**config.mk**
```make
export PLATFORM = sky130hd
export DESIGN_NAME = tep_pass_seq
export DESIGN_NICKNAME = d
export VERILOG_FILES = /design/src/hdl/tep_pkg.sv /design/src/hdl/tep_alu.sv /design/src/hdl/tep_pass_seq.sv
export SDC_FILE = /design/constraint.sdc
export NUM_CORES = 1
export LEC_CHECK = 0
export BUFFER_PORTS_ARGS = -buffer_cell sky130_fd_sc_hd__buf_2
export CORE_UTILIZATION = 60
export DETAILED_ROUTE_END_ITERATION = 8
export GPL_ROUTABILITY_DRIVEN = 0
export HOLD_SLACK_MARGIN = 0.03
export PLACE_DENSITY = 0.88
export SLEW_MARGIN = 30
export SYNTH_ARGS = -nofsm -noshare
export SYNTH_HDL_FRONTEND = slang
export SYNTH_HIERARCHICAL = 1
export SYNTH_SLANG_ARGS = --single-unit
```
**constraint.sdc**
```tcl
create_clock -name clk -period 9.25 [get_ports clk]
set_input_delay 1.3875 -clock clk [delete_from_list [all_inputs] [get_ports clk]]
set_output_delay 1.3875 -clock clk [all_outputs]
set_load 0.02 [all_outputs]
```
**src/hdl/tep_pkg.sv**
```systemverilog
`timescale 1ns / 1ps
`default_nettype none

package tep_pkg;

	localparam int MAX_ROWS    = 64;
	localparam int MAX_COLS    = 64;
	localparam int HEIGHT_BITS = 16;

	localparam int ROW_W       = $clog2(MAX_ROWS);
	localparam int COL_W       = $clog2(MAX_COLS);
	localparam int ADDR_W      = ROW_W + COL_W;
	localparam int STORE_DEPTH = MAX_ROWS * (2 ** COL_W);
	localparam int RCNT_W      = $clog2(MAX_ROWS + 1);
	localparam int CCNT_W      = $clog2(MAX_COLS + 1);
	localparam int AW          = ((HEIGHT_BITS > 16) ? HEIGHT_BITS : 16) + 2;

	localparam int IO_H_W      = 16;
	localparam int AMT_W       = 15;
	localparam int SIZE_W      = 7;
	localparam int CFG_DATA_W  = 15;
	localparam int CFG_IDX_W   = 2;

	typedef logic signed [HEIGHT_BITS-1:0] height_t;
	typedef logic signed [AW-1:0]          wide_t;
	typedef logic [ADDR_W-1:0]             addr_t;

	localparam wide_t HMAX   = wide_t'((longint'(1) << (HEIGHT_BITS - 1)) - 1);
	localparam wide_t HMIN   = -HMAX - wide_t'(1);
	localparam wide_t IO_MAX = wide_t'(32767);
	localparam wide_t IO_MIN = -IO_MAX - wide_t'(1);

	typedef enum logic [1:0] {
		FUNC_WRITE = 2'd0,
		FUNC_READ  = 2'd1,
		FUNC_PASS  = 2'd2
	} func_t;

	typedef enum logic [CFG_IDX_W-1:0] {
		CFG_ERODE = 2'd0,
		CFG_LIMIT = 2'd1,
		CFG_ROWS  = 2'd2,
		CFG_COLS  = 2'd3
	} cfg_idx_t;

	typedef enum logic {
		ALU_SUB = 1'b0,
		ALU_ADD = 1'b1
	} alu_op_t;

	typedef enum logic [1:0] {
		T_IDLE = 2'd0,
		T_READ = 2'd1,
		T_PASS = 2'd2
	} top_state_t;

	typedef enum logic [3:0] {
		S_IDLE     = 4'd0,
		S_HERE_RD  = 4'd1,
		S_HERE_GET = 4'd2,
		S_NB_RD    = 4'd3,
		S_NB_GET   = 4'd4,
		S_DECIDE   = 4'd5,
		S_CELL_WR  = 4'd6,
		S_NB_WR    = 4'd7,
		S_NEXT     = 4'd8,
		S_DONE     = 4'd9
	} seq_state_t;

	typedef struct packed {
		logic    we;
		logic    re;
		addr_t   addr;
		height_t wdata;
	} ram_req_t;

	typedef struct packed {
		logic [AMT_W-1:0]  amount;
		logic [AMT_W-1:0]  limit;
		logic [SIZE_W-1:0] rows;
		logic [SIZE_W-1:0] cols;
	} pass_cfg_t;

	typedef struct packed {
		logic start;
		logic ack;
	} pass_ctl_t;

	function automatic height_t sat_height(input wide_t v);
		height_t r;
		if (v > HMAX) begin
			r = height_t'(HMAX);
		end else if (v < HMIN) begin
			r = height_t'(HMIN);
		end else begin
			r = height_t'(v);
		end
		return r;
	endfunction

	function automatic height_t sat_in(input logic signed [IO_H_W-1:0] v);
		wide_t w;
		w = wide_t'(v);
		return sat_height(w);
	endfunction

	function automatic logic signed [IO_H_W-1:0] sat_out(input height_t v);
		wide_t w;
		logic signed [IO_H_W-1:0] r;
		w = wide_t'(v);
		if (w > IO_MAX) begin
			r = IO_H_W'(IO_MAX);
		end else if (w < IO_MIN) begin
			r = IO_H_W'(IO_MIN);
		end else begin
			r = IO_H_W'(w);
		end
		return r;
	endfunction

	function automatic logic [RCNT_W-1:0] clamp_rows(input logic [SIZE_W-1:0] v);
		logic [RCNT_W-1:0] r;
		if (v == '0) begin
			r = RCNT_W'(1);
		end else if (int'(v) > MAX_ROWS) begin
			r = RCNT_W'(MAX_ROWS);
		end else begin
			r = RCNT_W'(v);
		end
		return r;
	endfunction

	function automatic logic [CCNT_W-1:0] clamp_cols(input logic [SIZE_W-1:0] v);
		logic [CCNT_W-1:0] r;
		if (v == '0) begin
			r = CCNT_W'(1);
		end else if (int'(v) > MAX_COLS) begin
			r = CCNT_W'(MAX_COLS);
		end else begin
			r = CCNT_W'(v);
		end
		return r;
	endfunction

	// neighbor offsets in scan order, center skipped: {dr, dc}
	function automatic logic [3:0] nb_offset(input logic [2:0] k);
		logic [3:0] r;
		case (k)
			3'd0:    r = {2'b11, 2'b11};
			3'd1:    r = {2'b11, 2'b00};
			3'd2:    r = {2'b11, 2'b01};
			3'd3:    r = {2'b00, 2'b11};
			3'd4:    r = {2'b00, 2'b01};
			3'd5:    r = {2'b01, 2'b11};
			3'd6:    r = {2'b01, 2'b00};
			3'd7:    r = {2'b01, 2'b01};
			default: r = '0;
		endcase
		return r;
	endfunction

endpackage

`default_nettype wire

```
**src/hdl/tep_alu.sv**
```systemverilog
`timescale 1ns / 1ps
`default_nettype none

module tep_alu
	import tep_pkg::*;
(
	input  wire alu_op_t op,
	input  wire wide_t   a,
	input  wire wide_t   b,
	output wide_t        sum,
	output height_t      sat
);

	always_comb begin
		case (op)
			ALU_ADD: sum = a + b;
			ALU_SUB: sum = a - b;
			default: sum = a - b;
		endcase
		sat = sat_height(sum);
	end

endmodule

`default_nettype wire

```
**src/hdl/tep_pass_seq.sv**
```systemverilog
`timescale 1ns / 1ps
`default_nettype none

module tep_pass_seq
	import tep_pkg::*;
(
	input  wire logic      clk,
	input  wire logic      arst_n,
	input  wire pass_cfg_t cfg,
	input  wire pass_ctl_t ctl,
	input  wire height_t   rdata,
	output ram_req_t       req,
	output logic           done
);

	localparam int SR = ROW_W + 2;
	localparam int SC = COL_W + 2;

	seq_state_t state_q, state_d;

	logic [ROW_W-1:0] r_q;
	logic [COL_W-1:0] c_q;
	logic [2:0]       k_q;
	height_t          here_q;
	height_t          tgt_h_q;
	addr_t            tgt_addr_q;
	wide_t            best_q;
	logic             found_q;

	logic [RCNT_W-1:0] rows;
	logic [CCNT_W-1:0] cols;
	logic [3:0]        off;
	logic signed [SR-1:0] nr;
	logic signed [SC-1:0] nc;
	logic              nb_ok;
	addr_t             cell_addr;
	addr_t             nb_addr;
	logic              last_col;
	logic              last_row;
	logic              better;

	alu_op_t alu_op;
	wide_t   alu_a;
	wide_t   alu_b;
	wide_t   alu_sum;
	height_t alu_sat;

	tep_alu u_alu (
		.op  (alu_op),
		.a   (alu_a),
		.b   (alu_b),
		.sum (alu_sum),
		.sat (alu_sat)
	);

	always_comb begin
		rows      = clamp_rows(cfg.rows);
		cols      = clamp_cols(cfg.cols);
		off       = nb_offset(k_q);
		nr        = $signed({2'b00, r_q}) + SR'($signed(off[3:2]));
		nc        = $signed({2'b00, c_q}) + SC'($signed(off[1:0]));
		nb_ok     = !nr[SR-1] && (nr < $signed(SR'(rows)))
			&& !nc[SC-1] && (nc < $signed(SC'(cols)));
		cell_addr = {r_q, c_q};
		nb_addr   = {nr[ROW_W-1:0], nc[COL_W-1:0]};
		last_col  = (CCNT_W'(c_q) == cols - CCNT_W'(1));
		last_row  = (RCNT_W'(r_q) == rows - RCNT_W'(1));
		better    = (alu_sum > best_q);
	end

	always_ff @(posedge clk or negedge arst_n) begin
		if (!arst_n) begin
			state_q <= S_IDLE;
		end else begin
			state_q <= state_d;
		end
	end

	always_comb begin
		state_d   = state_q;
		req.we    = 1'b0;
		req.re    = 1'b0;
		req.addr  = cell_addr;
		req.wdata = alu_sat;
		done      = 1'b0;
		alu_op    = ALU_SUB;
		alu_a     = wide_t'(here_q);
		alu_b     = wide_t'(rdata);
		case (state_q)
			S_IDLE: begin
				if (ctl.start) begin
					state_d = S_HERE_RD;
				end
			end
			S_HERE_RD: begin
				req.re  = 1'b1;
				state_d = S_HERE_GET;
			end
			S_HERE_GET: begin
				state_d = S_NB_RD;
			end
			S_NB_RD: begin
				req.addr = nb_addr;
				if (nb_ok) begin
					req.re  = 1'b1;
					state_d = S_NB_GET;
				end else if (k_q == 3'd7) begin
					state_d = S_DECIDE;
				end
			end
			S_NB_GET: begin
				state_d = (k_q == 3'd7) ? S_DECIDE : S_NB_RD;
			end
			S_DECIDE: begin
				state_d = (found_q && best_q > wide_t'(cfg.limit)) ? S_CELL_WR : S_NEXT;
			end
			S_CELL_WR: begin
				alu_b   = wide_t'(cfg.amount);
				req.we  = 1'b1;
				state_d = S_NB_WR;
			end
			S_NB_WR: begin
				alu_op   = ALU_ADD;
				alu_a    = wide_t'(tgt_h_q);
				alu_b    = wide_t'(cfg.amount);
				req.we   = 1'b1;
				req.addr = tgt_addr_q;
				state_d  = S_NEXT;
			end
			S_NEXT: begin
				state_d = (last_col && last_row) ? S_DONE : S_HERE_RD;
			end
			S_DONE: begin
				done = 1'b1;
				if (ctl.ack) begin
					state_d = S_IDLE;
				end
			end
			default: state_d = S_IDLE;
		endcase
	end

	always_ff @(posedge clk) begin
		case (state_q)
			S_IDLE: begin
				r_q <= '0;
				c_q <= '0;
			end
			S_HERE_GET: begin
				here_q  <= rdata;
				best_q  <= '0;
				found_q <= 1'b0;
				k_q     <= '0;
			end
			S_NB_RD: begin
				if (!nb_ok && k_q != 3'd7) begin
					k_q <= k_q + 3'd1;
				end
			end
			S_NB_GET: begin
				if (better) begin
					best_q     <= alu_sum;
					found_q    <= 1'b1;
					tgt_addr_q <= nb_addr;
					tgt_h_q    <= rdata;
				end
				k_q <= k_q + 3'd1;
			end
			S_NEXT: begin
				if (last_col) begin
					c_q <= '0;
					r_q <= r_q + ROW_W'(1);
				end else begin
					c_q <= c_q + COL_W'(1);
				end
			end
			default: begin
			end
		endcase
	end

endmodule

`default_nettype wire

```
==> qor.yml, run 1 <==
global_route:
  grt_pass1_vias: 6137
  overflow: 0
  grt_antenna_before_repair: 0
  grt_max_degree: 31
  grt_usage_pct: 28.8
  grt_pass1_wl_um: 29500
critical_path:
  crit_start: "state_q[2]"
  r2r_slack_ns: 1.74
  reg2reg_from: "state_q[2]"
  worstReg2RegEnd: "best_q[1]"
  cp_data_arrival_time_ns: 7.55
  critical_path_class: "reg -> reg"
  required_ns: 9.29
  reg2reg_depth: 20
  crit_path_start_kind: "flop"
  end_kind: "flop"
  cp_max_fo: 29
  endpoint: "best_q[1]"
cts:
  cts_resized: 0
  clk_path_buf_depth: 2
  worstSkewPairLatency_ns: 0.34
  cts_buffers: 9
  cts_tree: "yes"
  cts_hold_buf: 0
  htreeDepth: 3
  cts_setup_buffers: 0
  clkSinkCount: 86
  cts_root_buffer: "clkbuf_16"
  cts.clk_slew.worst_paths_ns: 0.06
layout:
  drive_gt1_share_pct: 18.2
  fin_area_um2: 8520
  syn2layout_area_growth_pct: 12.7
  finalNetCount: 1067
  antenna_cells: 0
synth:
  yosysWarnings: 6
  synthesis.instances: 830
  syn_avg_cell_area_um2: 9.11
  synth-edff-count: 78
  synth-main-ff-cell: "edfxtp_1"
  ys_types: 78
  syn_nets: 984
  synth-seq-area-share_pct: 33.3
  synth_seq_cells: 86
  syn_area_um2: 7560
  async_reset_ff_share_pct: 4.65
run:
  drv_cap: 0
sta:
  final_hold_viol_count: 0
  grt_setup_unrepaired: "no"
  fin_crit_ns: 7.51
  final-max-slew-violation-count: 0
  whs_ns: 0.607
  maxSlewHeadroom_pct: 35.4
  fmax_ghz: 0.133
  fin_tns_setup_ns: 0
  skew_ns: 0.00462
  tightest_slew_ns: 0.965
  setup_viol: 0
  fin_crit_sh_pct: 81.2
routing:
  drt_first_pass_iters: 5
  ant_nets: 0
  routed_wl_um: 18300
  dr_total_vias: 6587
  wl_per_cell_um: 16.9
  viasPerCell: 6.07
  dr.first_iter.drc_count: 494
  drc: 0
outcome:
  run_status: "complete, no violations"
floorplanning:
  coreArea_um2: 12200
  initial_core_util_pct: 62.2
  die_area_um2: 13100
  fp-row-count: 40
  pin_count: 95
  die_x_um: 114
  die_h_um: 114
placed_design:
  numPortBuffers: 94
  post_dp_cell_area_um2: 8200
  dp_hpwl_um: 13500
worst_hold_path:
  hold_class: "reg -> reg"
worst min path at each step:
| stage | start | to | slack [ns] | cells past startpoint |
|---|---|---|---|---|
| 2_1_floorplan | off[2] | tgt_addr_q[6] | 0.53 | 1 |
| 3_3_place_gp | off[2] | tgt_addr_q[6] | 0.57 | 1 |
| 3_5_place_dp | off[2] | tgt_addr_q[6] | 0.59 | 1 |
| 4_1_cts | k_q[0] | k_q[0] | 0.60 | 1 |
| 5_1_grt | off[2] | tgt_addr_q[6] | 0.64 | 1 |
| 6_report | k_q[0] | k_q[0] | 0.61 | 1 |
worst max-delay path, stage by stage, from the launching register on:
cell,delay (ns)
dfrtp_1,0.67
nand2_1,0.62
inv_1,0.21
nand2_1,0.36
inv_1,0.85
mux2_2,0.43
ha_1,0.30
a211oi_1,0.38
o21ai_0,0.23
nand3_1,0.13
nand2_1,0.07
xor2_1,0.46
ha_1,0.36
a21o_1,0.20
a21o_1,0.18
a21oi_1,0.15
nor2_1,0.05
a2111oi_0,0.58
a211oi_4,0.12
buf_4,0.31
or2_2,0.52
sequential cells by signal, indices dropped and copies added, names as in the netlist:
register / flops
k_q: 3
r_q: 6
off: 4
found_q: 1
state_q: 4
tgt_h_q: 16
best_q: 18
c_q: 6
here_q: 16
tgt_addr_q: 12
synth_stat cells (16+ instances only):
master | number | share of area [%]
ha_1 | 87 | 14
and2_1 | 20 | 1.7
a21oi_1 | 69 | 4.6
xor2_1 | 28 | 3.2
nand2_1 | 85 | 4.2
clkbuf_1 | 21 | 1.0
edfxtp_1 | 78 | 31
xnor2_1 | 31 | 3.6
a21o_1 | 16 | 1.6
inv_1 | 70 | 3.5
o21ai_0 | 36 | 2.4
mux2_2 | 17 | 2.5
nor2_1 | 60 | 3.0
area by class of cell:
cell class / instances / area (um^2)
Timing Repair Buffer: 100 / 515
Sequential cell: 86 / 2520
Clock inverter: 5 / 81.3
Fill cell: 909 / 3640
Clock buffer: 11 / 243
Multi-Input combinational cell: 642 / 4670
Inverter: 74 / 278
Tap cell: 168 / 210
per-stage QoR:
stage,worst slack [ns],instances,utilization [%]
after floorplan,1.17,830,-
after global placement,2.18,1070,67.4
after detailed placement,1.90,1070,67.4
after CTS,1.85,1086,70.1
after global routing,1.25,1086,70.1
final,1.74,1086,70.1
layer usage:
metal  up-vias  track usage (%)  share of wire [%]
met4         0             12.0                2.4
li1       3170                -                  -
met2       316             46.9                 47
met3        47             3.97                7.6
met1      3054             38.6                 43
met5         -                0                  0
cell families (layout without fill, tap and decap cells):
kind of cell               count (synthesis)  in the layout  share of synthesized area (%)
DFF                                       86             86                           33.3
adders and majority gates                 91             91                           15.3
AOI/OAI and AO/OA                        211            211                           18.4
and+or+nand+nor                          255            255                           16.8
xor gates and xnor gates                  60             60                           7.05
muxes                                     25             25                           3.70
buffers and inverters                    102            190                           5.39
cell usage in the layout, fill, tap and decap left out, types with 17 or more instances in the layout:
cell type / n
ha_1: 87
o21ai_0: 36
xor2_1: 28
buf_2: 94
xnor2_1: 29
nand2_1: 85
nor2_1: 60
mux2_2: 17
edfxtp_1: 78
a21oi_1: 69
and2_1: 20
inv_1: 70
Power of run 1 is left out: the tool's default activity adds up to more than one toggle a clock period on the data nets, which glitch-free logic cannot reach.
==> run 2, diff against run 1 <==
--- a/config.mk
+++ b/config.mk
@@ -5,12 +5,13 @@
 export SDC_FILE = /design/constraint.sdc
 export NUM_CORES = 1
 export LEC_CHECK = 0
+export ABC_AREA = 1
 export BUFFER_PORTS_ARGS = -buffer_cell sky130_fd_sc_hd__buf_2
-export CORE_UTILIZATION = 60
+export CORE_UTILIZATION = 54
 export DETAILED_ROUTE_END_ITERATION = 8
 export GPL_ROUTABILITY_DRIVEN = 0
 export HOLD_SLACK_MARGIN = 0.03
-export PLACE_DENSITY = 0.88
+export PLACE_DENSITY = 0.84
 export SLEW_MARGIN = 30
 export SYNTH_ARGS = -nofsm -noshare
 export SYNTH_HDL_FRONTEND = slang
==> constraint.sdc (replaced) <==
create_clock -name clk -period 6.4 [get_ports clk]
set_input_delay 0.96 -clock clk [delete_from_list [all_inputs] [get_ports clk]]
set_output_delay 0.96 -clock clk [all_outputs]
set_load 0.02 [all_outputs]
==> qor.yml, run 2 <==
floorplanning:
  coreArea_um2: 14500  # +19%
  die_area_um2: 15200  # +17%
  die_h_um: 123  # +8.0%
  fp-row-count: 44  # +10%
  die_x_um: 123  # +8.0%
  initial_core_util_pct: 55.0  # -7.2 points
  pin_count: 95  # unchanged
synth:
  async_reset_ff_share_pct: 4.65  # unchanged
  synth_top_area_share_pct: 29.4  # -1.6 points
  synthTopCellsByCount: "nand2_1, inv_1, ha_1, nor2_1, edfxtp_1"
  synth-main-ff-cell: "edfxtp_1"
  synth.most_common_cell: "nand2_1"
  syn_nets: 1224  # +24%
  synth-edff-count: 78  # unchanged
  yosysWarnings: 6  # unchanged
  synth_area_leaders: "edfxtp_1, nand2_1, ha_1"
  syn_area_um2: 7970  # +5.3%
  yosys.area.top_type: "edfxtp_1"
  synth_seq_cells: 86  # unchanged
  ys_types: 47  # -40%
  synth-seq-area-share_pct: 31.7  # -1.7 points
  syn_avg_cell_area_um2: 7.45  # -18%
  synthesis.instances: 1070  # +29%
global_route:
  grt_pass1_vias: 6503  # +6.0%
  overflow: 0  # unchanged
  grt_pass1_wl_um: 29900  # +1.3%
  grt_antenna_before_repair: 0  # unchanged
  grt_usage_pct: 25.1  # -3.7 points
  grt_max_degree: 29  # -6.5%
cts:
  cts_resized: 0  # unchanged
  cts_buffers: 9  # unchanged
  clkSinkCount: 86  # unchanged
  cts_hold_buf: 0  # unchanged
  htreeDepth: 3  # unchanged
  worstSkewPairLatency_ns: 0.35  # about the same
  cts.clk_slew.worst_paths_ns: 0.07  # about the same
  clk_path_buf_depth: 2  # unchanged
  cts_setup_buffers: 0  # unchanged
  cts_root_buffer: "clkbuf_16"
  cts_tree: "yes"
sta:
  maxSlewHeadroom_pct: 48.1  # +13 points
  fin_crit_ns: 5.89
  final-max-slew-violation-count: 0  # unchanged
  fin_tns_setup_ns: 0  # unchanged
  final_hold_viol_count: 0  # unchanged
  skew_ns: 0.00828  # +0.00366 ns
  fin_crit_sh_pct: 92.0
  grt_setup_unrepaired: "no"
  setup_viol: 0  # unchanged
  fmax_ghz: 0.170
  tightest_slew_ns: 0.777  # -0.188 ns
run:
  drv_cap: 0  # unchanged
layout:
  reg_top3: "best_q (18), here_q (16), tgt_h_q (16)"
  fill_cells: 1298  # +43%
  layout_commonest_cell: "nand2_1"
  drive_gt1_share_pct: 17.4  # -0.83 points
  largest_reg_flops: 18  # unchanged
  syn2layout_area_growth_pct: 12.2
  final_cell_mix: "nand2_1, inv_1, buf_2, ha_1, nor2_1"
  antenna_cells: 0  # unchanged
  largest_register: "best_q"
  finalNetCount: 1324  # +24%
critical_path:
  crit_path_start_kind: "flop"
  cp_max_fo: 16  # -45%
  cp_slowest_cell: "o21ai_4"
  end_kind: "output pin"
  required_ns: 5.44  # -3.85 ns
  r2r_slack_ns: 0.69  # -1.05 ns
  endpoint: "req[1]"
  cpMostUsedCell: "nand2_1"
  cp.depth: 26  # +30%
  critPathMaxStageDelay_ns: 0.45  # -0.40 ns
  cp_data_arrival_time_ns: 4.93  # -2.62 ns
  cp_top_family: "simple AND/OR/NAND/NOR gates"
  cp_num_buf_inv: 4  # +1
  reg2reg_depth: 35  # +75%
  reg2reg_from: "state_q[3]"
  critical_path_class: "reg -> out"
  crit_start: "state_q[3]"
  worstReg2RegEnd: "best_q[2]"
routing:
  routed_wl_um: 18400  # +0.67%
  drc: 0  # unchanged
  dr.first_iter.drc_count: 510  # +3.2%
  viasPerCell: 5.24  # -14%
  dr_total_vias: 7126  # +8.2%
  wl_per_cell_um: 13.6  # -20%
  drt_first_pass_iters: 5  # unchanged
  ant_nets: 0  # unchanged
worst_hold_path:
  hold_class: "in -> async"
placed_design:
  dp_hpwl_um: 14400  # +6.9%
  numPortBuffers: 94  # unchanged
outcome:
  run_status: "complete, no violations"
run 2: logic make-up after synthesis:
group | synth area share [%]
flops | 31.7
compound gates | 8.56
simple gates | 29.9
xor+xnor | 5.72
fa+ha+maj | 14.4
buf+inv | 9.70
run 2: per-stage QoR:
step	util [%]	hold slack [ns]	cells	setup WS [ns]	instance area, um^2
floorplan	-	0.518	1070	1.25	7970
global placement	59.7	0.528	1343	1.04	8650
detailed placement	59.7	0.537	1343	0.832	8650
CTS	61.7	0.417	1359	0.609	8940
global route	61.7	0.415	1359	0.0891	8940
finish	61.7	0.416	1359	0.511	8940
run 2: worst min path at each step:
stage | start | end | slack, ns | depth (start not counted)
global placement | off[2] | tgt_addr_q[6] | 0.53 | 1
finish | arst_n | state_q[3] | 0.42 | 1
global route | arst_n | state_q[0] | 0.41 | 1
detailed placement | off[2] | tgt_addr_q[6] | 0.54 | 1
floorplan | off[0] | tgt_addr_q[0] | 0.52 | 1
CTS | arst_n | state_q[3] | 0.42 | 1
run 2: cell type report:
type	count	area, um^2	area share (%)
Multi-Input combinational cell	787	4680	52.4
Clock inverter	7	63.8	0.714
Tap cell	184	230	2.58
Inverter	185	694	7.77
Clock buffer	9	225	2.52
Sequential cell	86	2520	28.2
Timing Repair Buffer	101	523	5.85
run 2: per-layer routing:
metal	routed length, um	track usage [%]
met1	8610	34.6
met5	0	0
met2	8360	40.6
met3	1090	2.91
met4	364	8.66
run 2: worst register-to-register path: cells and delay by family (launching register included):
family | cells | cell delay, ns
XOR/XNOR | 1 | 0.17
AND/OR/NAND/NOR | 20 | 2.51
adder cells (fa/ha/maj) | 3 | 0.83
AO/OA/AOI/OAI | 4 | 0.62
flip-flops | 1 | 0.44
buffers and inverters | 7 | 0.70
Power of run 2 is left out for the same reason.
==> run 3, diff against run 2 <==
--- a/config.mk
+++ b/config.mk
@@ -6,12 +6,13 @@
 export NUM_CORES = 1
 export LEC_CHECK = 0
 export ABC_AREA = 1
-export BUFFER_PORTS_ARGS = -buffer_cell sky130_fd_sc_hd__buf_2
+export BUFFER_PORTS_ARGS = -buffer_cell sky130_fd_sc_hd__clkbuf_2
 export CORE_UTILIZATION = 54
 export DETAILED_ROUTE_END_ITERATION = 8
 export GPL_ROUTABILITY_DRIVEN = 0
 export HOLD_SLACK_MARGIN = 0.03
 export PLACE_DENSITY = 0.84
+export REMOVE_ABC_BUFFERS = 1
 export SLEW_MARGIN = 30
 export SYNTH_ARGS = -nofsm -noshare
 export SYNTH_HDL_FRONTEND = slang
==> qor.yml, run 3 (synthesized netlist as in run 2, its figures left out) <==
outcome:
  run_status: "complete, no violations"
routing:
  drc: 0  # unchanged
  dr.first_iter.drc_count: 438  # -14%
  dr_total_vias: 7238  # +1.6%
  routed_wl_um: 18800  # +1.7%
  wl_per_cell_um: 13.8  # +1.8%
  viasPerCell: 5.33  # +1.6%
  ant_nets: 0  # unchanged
  drt_first_pass_iters: 6  # +1
layout:
  largest_register: "best_q"
  regArea_um2: 2520  # unchanged
  syn2layout_area_growth_pct: 12.4
  layout_commonest_cell: "nand2_1"
  drive_gt1_share_pct: 17.2  # -0.16 points
  final_cell_mix: "nand2_1, inv_1, clkbuf_2, ha_1, nor2_1"
  utilization_pct: 61.9  # +0.13 points
  fill_cells: 1235  # -4.9%
  antenna_cells: 0  # unchanged
  largest_reg_flops: 18  # unchanged
  multiInputGateArea_um2: 4680  # unchanged
  finalNetCount: 1323  # -0.076%
  reg_top3: "best_q (18), here_q (16), tgt_h_q (16)"
worst_hold_path:
  hold_class: "in -> async"
cts:
  clk_path_buf_depth: 2  # unchanged
  cts.clk_slew.worst_paths_ns: 0.06  # about the same
  htreeDepth: 3  # unchanged
  cts_hold_buf: 0  # unchanged
  cts_buffers: 9  # unchanged
  worstSkewPairLatency_ns: 0.35  # about the same
  cts_setup_buffers: 0  # unchanged
  cts_resized: 0  # unchanged
  cts_tree: "yes"
  clkSinkCount: 86  # unchanged
  cts_root_buffer: "clkbuf_16"
placed_design:
  dp_hpwl_um: 14800  # +2.5%
  numPortBuffers: 94  # unchanged
global_route:
  grt_pass1_vias: 6866  # +5.6%
  overflow: 0  # unchanged
  grt_max_degree: 42  # +45%
  grt_pass1_wl_um: 30400  # +1.7%
  grt_antenna_before_repair: 0  # unchanged
  grt_usage_pct: 25.5  # +0.46 points
critical_path:
  reg2reg_from: "state_q[3]"
  crit_start: "state_q[3]"
  reg2reg_depth: 36  # +2.9%
  end_kind: "output pin"
  critical_path_class: "reg -> out"
  cp_data_arrival_time_ns: 4.74  # -0.19 ns
  worstReg2RegEnd: "best_q[10]"
  crit_path_start_kind: "flop"
  r2r_slack_ns: 0.75  # +0.06 ns
  cp_max_fo: 16  # unchanged
  required_ns: 5.44  # about the same
sta:
  final-max-slew-violation-count: 0  # unchanged
  tightest_slew_ns: 0.801  # +0.0240 ns
  maxSlewHeadroom_pct: 46.4  # -1.6 points
  fmax_ghz: 0.176  # +3.4%
  fin_crit_sh_pct: 89.0  # -3.0 points
  fin_tns_setup_ns: 0  # unchanged
  fin_crit_ns: 5.70  # -0.194 ns
  whs_ns: 0.415  # -0.000559 ns
  grt_setup_unrepaired: "no"
  setup_viol: 0  # unchanged
  final_hold_viol_count: 0  # unchanged
  skew_ns: 0.0100  # +0.00173 ns
floorplanning:
  die_x_um: 123  # unchanged
  die_area_um2: 15200  # unchanged
  fp-row-count: 44  # unchanged
  initial_core_util_pct: 55.0  # unchanged
  coreArea_um2: 14500  # unchanged
  die_h_um: 123  # unchanged
  pin_count: 95  # unchanged
run:
  drv_cap: 0  # unchanged
==> run 3: changes by cell type in the layout (fill, tap and decap cells not counted), moves of 2 or more <==
cell and delta:
buf_2 -94, clkinv_2 +2, bufinv_16 +2, inv_8 -2, clkbuf_2 +94, inv_6 -2
==> run 3: area by class of cell <==
cell class | instances | share of cell area, %
clock buffers | 10 | 2.56
inverters | 185 | 7.75
repair buffers | 100 | 5.75
flip-flops and latches | 86 | 28.2
multi-input cells | 787 | 52.2
clock inverters | 6 | 0.964
well taps | 184 | 2.57
==> run 3: through the flow <==
stage / worst slack (ns) / cell area (um^2) / instances
3_5_place_dp: 0.787 / 8640 / 1342
3_3_place_gp: 1.05 / 8640 / 1342
4_1_cts: 0.752 / 8960 / 1358
5_1_grt: 0.0697 / 8960 / 1358
2_1_floorplan: 0.430 / 7890 / 1058
6_report: 0.705 / 8960 / 1358
==> run 3: how the worst max path moves through the flow <==
stage,end,cells after the start
detailed placement,best_q[5],36
global placement,best_q[4],37
floorplan,tgt_addr_q[0],32
global route,best_q[1],37
finish,req[13],26
CTS,best_q[4],36
==> run 3: worst max-delay path: stages (launching register included) <==
cell,delay [ns]
dfrtp_1,0.45
nor2_1,0.16
inv_2,0.07
nor2_1,0.13
inv_1,0.26
nand2_1,0.14
nand2_1,0.08
inv_1,0.08
ha_1,0.17
nand2_1,0.06
nor2_1,0.11
nand3_1,0.10
nand2_1,0.11
o21ai_1,0.11
nor2_1,0.21
o21ai_0,0.14
xor2_1,0.17
ha_1,0.42
nand2_2,0.09
nor2_2,0.12
and3_1,0.15
nand2_1,0.07
nand3_1,0.14
nand2_4,0.09
o21ai_4,0.44
nand2_2,0.13
clkbuf_2,0.18
==> run 3: routing by layer <==
layer,vias to the layer above,part of all wire (%),global-route usage [%]
met4,0,2.7,10.5
met2,264,49,46.2
met3,47,5.7,3.97
li1,3644,-,-
met1,3283,43,29.9
met5,-,0,0
Power of run 3 is left out for the same reason.
